[config.mk]
export PLATFORM = sky130hd
export DESIGN_NAME = vpp_div_cell
export DESIGN_NICKNAME = d
export VERILOG_FILES = /design/src/hw/rtl/vpp_pkg.sv /design/src/hw/rtl/vpp_div_cell.sv
export SDC_FILE = /design/constraint.sdc
export NUM_CORES = 1
export LEC_CHECK = 0
export BUFFER_PORTS_ARGS = -buffer_cell sky130_fd_sc_hd__clkbuf_2
export CAP_MARGIN = 15
export CORE_AREA = 3 3 318 320
export CTS_CLUSTER_SIZE = 24
export DETAILED_ROUTE_END_ITERATION = 6
export DIE_AREA = 0 0 321 323
export PLACE_DENSITY = 0.48
export SLEW_MARGIN = 25
export SYNTH_ARGS = -nofsm -noshare
export SYNTH_HDL_FRONTEND = slang
export SYNTH_SLANG_ARGS = --single-unit
[constraint.sdc]
create_clock -name clk -period 1 [get_ports clk]
set_clock_uncertainty 0.05 [all_clocks]
set_input_delay 0.1 -clock clk [delete_from_list [all_inputs] [get_ports clk]]
set_output_delay 0.1 -clock clk [all_outputs]
set_load 0.05 [all_outputs]
[src/hw/rtl/vpp_pkg.sv]
// ============================================================================
// vpp_pkg
// Shared types for the vector plane projection block.
// ============================================================================
`default_nettype none

package vpp_pkg;

    // pipeline step control handed to each divider cell
    typedef struct packed {
        logic en;     // whole pipe advances this cycle
        logic valid;  // the transaction entering the cell is live
    } pipe_ctl_t;

endpackage

`default_nettype wire

[src/hw/rtl/vpp_div_cell.sv]
// ============================================================================
// vpp_div_cell
// One restoring-division step for three lanes that share a divisor. The cell
// settles quotient bit SHIFT and hands remainder, quotient and sideband on.
// ============================================================================
`default_nettype none

module vpp_div_cell #(
    parameter int REM_W  = 81,
    parameter int DEN_W  = 64,
    parameter int QW     = 17,
    parameter int SHIFT  = 0,
    parameter int SIDE_W = 52
) (
    input  wire                    clk,
    input  wire                    rst_n,
    input  vpp_pkg::pipe_ctl_t     ctl,
    input  wire  [DEN_W-1:0]       den_in,
    input  wire  [3*REM_W-1:0]     rem_in,
    input  wire  [3*QW-1:0]        quo_in,
    input  wire  [SIDE_W-1:0]      side_in,
    output logic                   valid_out,
    output logic [DEN_W-1:0]       den_out,
    output logic [3*REM_W-1:0]     rem_out,
    output logic [3*QW-1:0]        quo_out,
    output logic [SIDE_W-1:0]      side_out
);
    import vpp_pkg::*;

    logic [REM_W-1:0]   den_sh;
    logic [3*REM_W-1:0] rem_next;
    logic [3*QW-1:0]    quo_next;

    assign den_sh = REM_W'(den_in) << SHIFT;

    always_comb
    begin
        for (int i = 0; i < 3; i++)
        begin
            if (rem_in[i*REM_W +: REM_W] >= den_sh)
            begin
                rem_next[i*REM_W +: REM_W] = rem_in[i*REM_W +: REM_W] - den_sh;
                quo_next[i*QW +: QW] = quo_in[i*QW +: QW] | (QW'(1) << SHIFT);
            end
            else
            begin
                rem_next[i*REM_W +: REM_W] = rem_in[i*REM_W +: REM_W];
                quo_next[i*QW +: QW] = quo_in[i*QW +: QW];
            end
        end
    end

    always_ff @(posedge clk or negedge rst_n)
    begin
        if (!rst_n)
        begin
            valid_out <= 1'b0;
        end
        else if (ctl.en)
        begin
            valid_out <= ctl.valid;
        end
    end

    always_ff @(posedge clk)
    begin
        if (ctl.en)
        begin
            den_out  <= den_in;
            rem_out  <= rem_next;
            quo_out  <= quo_next;
            side_out <= side_in;
        end
    end

endmodule

`default_nettype wire

* Yosys cells after proc, flatten, opt, wreduce, memory -nomap -nowiden
Index checks and enable logic that the tools add are counted.
** Cells by class
- $add $sub $neg :: 3
- Multiply operators :: 0
- Divide/modulo/power cells :: 0
- Order comparisons :: 3
- Eq/ne operators :: 0
- Shift-type cells :: 0
- Muxes and demuxes :: 3
- Bitwise operators :: 0
- Reduce and logical (&&, ||, !) cells :: 0
** Operators by type and width (count)
- 81-bit by 64-bit >= comparator with 1-bit output :: 3
- 81-bit 2-to-1 mux :: 3
- 81-bit by 64-bit subtractor with 81-bit output :: 3
** Word-level totals
- Flip-flop bits (word level) :: 411
- Latch bits :: 0
- Bits in writable memories :: 0
- Memory bits (read-only) :: 0
- Memories :: 0

* Logic depth before layout (Yosys ltp)
- Word-level depth :: 2
- Mapped depth :: 15
- Mapped depth without buffers :: 14

* Worst setup path after synthesis
No wires, ideal clock.
- Path type :: input port to flip-flop
- Start :: input port den_in[23]
- End :: register rem_out[66], data pin
- Library setup time :: 0.258 ns
- Data arrival time :: 2.949 ns
- Slack :: -2.257 ns
- Stages :: 15
- Cells stage by stage :: inv_1 -> ha_1 -> clkbuf_1 -> nand2_1 -> o21a_1 -> a21boi_0 -> o31ai_1 -> a21oi_1 -> a2111o_1 -> a211oi_2 -> nor3_2 -> or2_0 -> clkbuf_1 -> or3_1 -> xnor2_1
** On the way
- Cells in the longest elaborated chain, start to end :: 2
** Ends and longest elaborated chain
- start: declaration :: RTL line vpp_div_cell.sv:18 : input wire [DEN_W-1:0] den_in,
- 81-bit by 64-bit subtractor with 81-bit output or 81-bit by 64-bit >= comparator with 1-bit output (tied branches) :: RTL line vpp_div_cell.sv:42, vpp_div_cell.sv:40
- 81-bit 2-to-1 mux (*) :: RTL line vpp_div_cell.sv:40 : if (rem_in[i*REM_W +: REM_W] >= den_sh)
- via rem_next[66] :: RTL line vpp_div_cell.sv:31 : logic [3*REM_W-1:0] rem_next;
- end signal: assignment :: RTL line vpp_div_cell.sv:70 : rem_out <= rem_next;
- end: declaration :: RTL line vpp_div_cell.sv:24 : output logic [3*REM_W-1:0] rem_out,
The timed path passes the listed nets; every way through them passes the cells marked *.
A chain may end at the register's enable or synchronous reset.

* Worst setup path in the final report
- Start :: input port rem_in[42]
- End :: register rem_out[66], data pin
** On the way
- Cells in the longest elaborated chain, start to end :: 2
** Ends and longest elaborated chain
- start: declaration :: RTL line vpp_div_cell.sv:19 : input wire [3*REM_W-1:0] rem_in,
- 81-bit by 64-bit subtractor with 81-bit output or 81-bit by 64-bit >= comparator with 1-bit output (tied branches) :: RTL line vpp_div_cell.sv:42, vpp_div_cell.sv:40
- 81-bit 2-to-1 mux (*) :: RTL line vpp_div_cell.sv:40
- via rem_next[66] :: RTL line vpp_div_cell.sv:31
Marks and branches as above.

==> flow_results.org <==
** Floorplan
- I/O pin total :: 825
- The floorplan has 115 rows.
- The initial utilization of the core area, before any placement, comes to 0.279.
- Core box area :: 98400 um2
- Die Y :: 323 um
- Total Die Area :: 104000 um2
- The die is 321 um wide.

** CTS
- Clock buffers created by TritonCTS :: 51
- Sink count of the clock tree :: 411
- For the worst-skew pair, the clock arrives at the later sink with an insertion delay of 630 ps.
- Clk slew on worst S/H paths :: 60 ps
- CTS placed an instance of sky130_fd_sc_hd__clkbuf_16 at the clock tree root.
- TritonCTS built the clock tree.
- The clock passes through at most 3 buffers.
- The H-tree was split into 2 levels.

** Power and ir drop
- Summed over all cells, the static leakage comes to 23.8 nW.
- Worst vdd ir :: 1330 uV
- PnR Total Power :: 73.4 mW
- For this design the ratio of total power to cell area is 1380 nW/um2.

** Route
- The pre-antenna-repair detailed-routing pass consisted of 5 iterations.
- For this block, the routed nets add up to 149000 um of wire.
- Dividing the detail-routed via count by the number of cells gives 4.88.
- Dividing the detail-routed wire length by the instance count gives 22.8 um.
- Routed Antenna Nets :: 0
- DR DRC count :: 0
- Routed via count :: 31900
- Iter 0 DRT Violations :: 1971

** Placed design
- DP Area :: 42400 um2
- The wire-length estimate of the detail-placed layout is 114000 um.
- Routability-driven placement finished with a final weighted congestion of 0.908.
- Count of buffers from port buffering :: 824

** Global routing
- The number of global-route vias before repair was 32100.
- Across every metal layer, demand over resource in global routing totals 0.265.
- Entering global routing, the biggest net connects 39 pins.
- The first global-routing pass estimated 204000 um of wire.
- The total overflow left after global routing is 0.
- The initial antenna violation count is 24.

** Final layout
- Fill cell total of the finished layout :: 8899
- The area growth from synthesis to layout is 93.3%.
- In the final layout, the share of cells above drive strength 1 is 0.515.
- The finished cells cover 53100 um2.
- The final layout contains 5805 nets.

** Synth
- Yosys warning total :: 0
- Per-instance average area after synthesis :: 9.69 um2
- Distinct cell type count after synthesis :: 81
- After synthesis, the share of cell area in mux cells is 0.00897.
- The most used flip-flop cell after synthesis is sky130_fd_sc_hd__edfxtp_1.
- Of all flip-flops after synthesis, the portion carrying an async set or reset was 0.00243.
- After synthesis the cells add up to 27500 um2.
- The synthesized-area fraction occupied by ao, oa, aoi and oai cells is 0.196.
- Basic-gate share of the synthesized area counting and, or, nand and nor cells :: 0.148
- In this run, synthesis produced a sequential element count of 411.
- Of the total synthesized cell area, the portion taken by full adders, half adders and majority gates is 0.0896.
- Total nets after synthesis :: 3445
- EDFF count, synth :: 410
- Portion of the post-synthesis area used by sequential elements :: 0.449
- XOR/XNOR share of the synthesized area :: 0.0727
- Main combinational cell family by area after synthesis :: compound AO/OA/AOI/OAI gates
- Cells after Synth :: 2836

** Critical path
- Biggest cell delay along the critical path :: 450 ps
- Counting buffers and inverters, the worst setup path is 14 cells deep.
- Slowest cell on the critical path :: sky130_fd_sc_hd__a2111o_1
- Depth of the most critical reg-to-reg path :: 1
- WP buf/inv :: 3
- Kind of end point of the critical path :: register
- Reg2Reg Capture Point :: valid_out$_DFFE_PN0P_
- Family with the most delay on the worst path :: simple AND/OR/NAND/NOR gates
- STA puts the critical path data arrival time at 3320 ps.
- Of all nets on the critical path, the largest fanout is 4.
- Critical setup path kind :: input pin to register
- Across all register-to-register paths, the minimum setup slack is 210 ps.
- Startpoint kind of the worst setup timing path :: input pin
- The signal on the critical path passes through clkbuf_4 > ha_4 > nand4_1 > nor3_4 > buf_6 > nand3_4 > buf_6 > a211o_4 > a2111o_1 > a211oi_4 > nor3_4 > or2_4 > or3_4 > xnor2_2.
- Data on the critical path is required at its endpoint by 1340 ps.
- Worst flop-to-flop path startpoint :: valid_out$_DFFE_PN0P_

** Worst hold path
- In this run the most critical hold path is launched from den_in[0].
- Worst min-delay path category :: input pin to register
- Capture endpoint of the worst hold path :: den_out[0]$_DFFE_PP_
- Along the worst hold path, the cell count comes to 1.

** STA
- In the finished design, the share of the clock period the worst path needs comes to 2.98.
- Setup repair after global routing could not meet its margin everywhere.
- Final count of negative-setup-slack endpoints :: 742
- Final number of max-transition violations :: 0
- Measured against its own limit, the worst slew margin works out to 0.568.
- Crit path setup slack, layout :: -1980 ps
- Derived from the worst setup path, the maximum achievable clock frequency is 336 MHz.
- For the finished layout, the period the worst path requires is 2980 ps.
- Number of hold violations in the final report :: 3
- Hold timing on the final database bottoms out at a slack of -318 ps.
- At the pin with the least slew margin, the transition time is 643 ps.

** Outcome
- The flow ran to the end, but the final reports show violations.
- The final reports fail on hold timing, setup timing.

** Flow run
- Count of max-cap constraint violations :: 0
[report_power, final]
group	internal, mW	switching (mW)	leakage (nW)	total, mW
clock network	10.9	7.88	0.799	18.8
registers	21.7	0.887	4.03	22.6
logic	13.0	19.0	19.0	32.1
[what timing repair did]
item / in CTS / in global routing
gates cloned: 10 / 16
pin swaps: 119 / 158
setup buffers: 47 / 55
setup endpoints to repair: 657 / 753
hold buffers: 411 / 3
hold endpoints to repair: 484 / 6
gates resized for setup: 366 / 498
[flip-flops by register name, indices dropped and copies added (netlist names)]
| name | flops |
|---|---|
| valid_out | 1 |
| quo_out | 51 |
| rem_out | 243 |
| den_out | 64 |
| side_out | 52 |
[synth_stat cells (all sizes together) (29+ instances only)]
cell type | count | area share
ha | 192 | 0.087
nor2 | 243 | 0.033
o21bai | 47 | 0.013
nor4 | 36 | 0.010
nand2 | 242 | 0.033
clkbuf | 117 | 0.016
xnor2 | 119 | 0.038
o21ai | 186 | 0.034
a21o | 113 | 0.031
nand3 | 33 | 0.0060
edfxtp | 410 | 0.45
inv | 110 | 0.015
a21oi | 348 | 0.063
xor2 | 109 | 0.035
nor3 | 68 | 0.013
o21a | 31 | 0.0085
nand4 | 88 | 0.020
buf | 29 | 0.0051
[layout make-up]
cell class	instances	area, um2	share of cell area
timing repair buffer	2453	19400	0.365
multi-input combinational	2169	17600	0.332
sequential	411	12300	0.232
tap	1287	1610	0.0303
clock buffer	62	1320	0.0248
inverter	110	495	0.00933
clock inverter	30	340	0.00641
antenna	17	42.5	0.000801
[worst max path at each step]
| stage | from | to | slack (ps) |
|---|---|---|---|
| global route | den_in[33] | rem_out[147]$_DFFE_PP_ | -2060 |
| floorplan | den_in[43] | rem_out[66]$_DFFE_PP_ | -2130 |
| detailed placement | den_in[47] | rem_out[31]$_DFFE_PP_ | -3370 |
| CTS | den_in[41] | rem_out[79]$_DFFE_PP_ | -2050 |
| finish | rem_in[42] | rem_out[66]$_DFFE_PP_ | -1980 |
| global placement | den_in[47] | rem_out[31]$_DFFE_PP_ | -3380 |
[cells in the final DEF (no fill, tap or decap), types with 14 or more instances in the layout]
cell type and n:
sky130_fd_sc_hd__nand2_4 41, sky130_fd_sc_hd__o21ai_2 53, sky130_fd_sc_hd__ha_4 53, sky130_fd_sc_hd__edfxtp_1 410, sky130_fd_sc_hd__o21ai_1 34, sky130_fd_sc_hd__nor2b_1 16, sky130_fd_sc_hd__nor3_2 17, sky130_fd_sc_hd__o21ai_0 89
sky130_fd_sc_hd__nor3_1 38, sky130_fd_sc_hd__nand4_1 88, sky130_fd_sc_hd__buf_8 25, sky130_fd_sc_hd__a21oi_1 252, sky130_fd_sc_hd__nand2_1 171, sky130_fd_sc_hd__nand3_1 30, sky130_fd_sc_hd__inv_2 16, sky130_fd_sc_hd__o21bai_1 43
sky130_fd_sc_hd__buf_4 1074, sky130_fd_sc_hd__ha_1 135, sky130_fd_sc_hd__o21a_1 30, sky130_fd_sc_hd__nand2b_1 20, sky130_fd_sc_hd__a21oi_2 79, sky130_fd_sc_hd__a31oi_1 14, sky130_fd_sc_hd__nand2_2 30, sky130_fd_sc_hd__a21o_1 113
sky130_fd_sc_hd__dlygate4sd3_1 412, sky130_fd_sc_hd__clkbuf_2 764, sky130_fd_sc_hd__buf_12 68, sky130_fd_sc_hd__xor2_1 107, sky130_fd_sc_hd__inv_1 76, sky130_fd_sc_hd__xnor2_1 109, sky130_fd_sc_hd__clkbuf_16 66, sky130_fd_sc_hd__a21oi_4 17
sky130_fd_sc_hd__diode_2 17, sky130_fd_sc_hd__nor2_1 190, sky130_fd_sc_hd__nor2_2 42, sky130_fd_sc_hd__nor4_1 19, sky130_fd_sc_hd__buf_6 75
[through the flow]
| stage | cells | TNS [ps] | hold slack, ps | utilization | setup WS, ps |
|---|---|---|---|---|---|
| after global routing | 6532 | -641350 | -357 | 0.540 | -2060 |
| after floorplan | 2836 | -433860 | -246 | - | -2130 |
| after global placement | 5902 | -679860 | -175 | 0.430 | -3380 |
| after CTS | 6460 | -637060 | -367 | 0.512 | -2050 |
| after detailed placement | 5902 | -684470 | -175 | 0.430 | -3370 |
| final | 6539 | -600270 | -318 | 0.540 | -1980 |
[logic make-up (layout without fill, tap and decap cells)]
logic type | after synthesis | in the layout
and+or+nand+nor | 844 | 844
DFF | 411 | 411
muxes | 22 | 22
other | 0 | 17
AOI/OAI and AO/OA | 880 | 880
xor gates and xnor gates | 228 | 228
buffers and inverters | 256 | 2655
adders and majority gates | 195 | 195
[layer usage]
layer | global-route usage | up-vias | part of all wire
met5 | 0 | - | 0.00076
met1 | 0.336 | 15400 | 0.42
met2 | 0.463 | 915 | 0.49
met3 | 0.0481 | 213 | 0.055
li1 | - | 15300 | -
met4 | 0.0760 | 18 | 0.035
(Power assumes the default switching activity.)
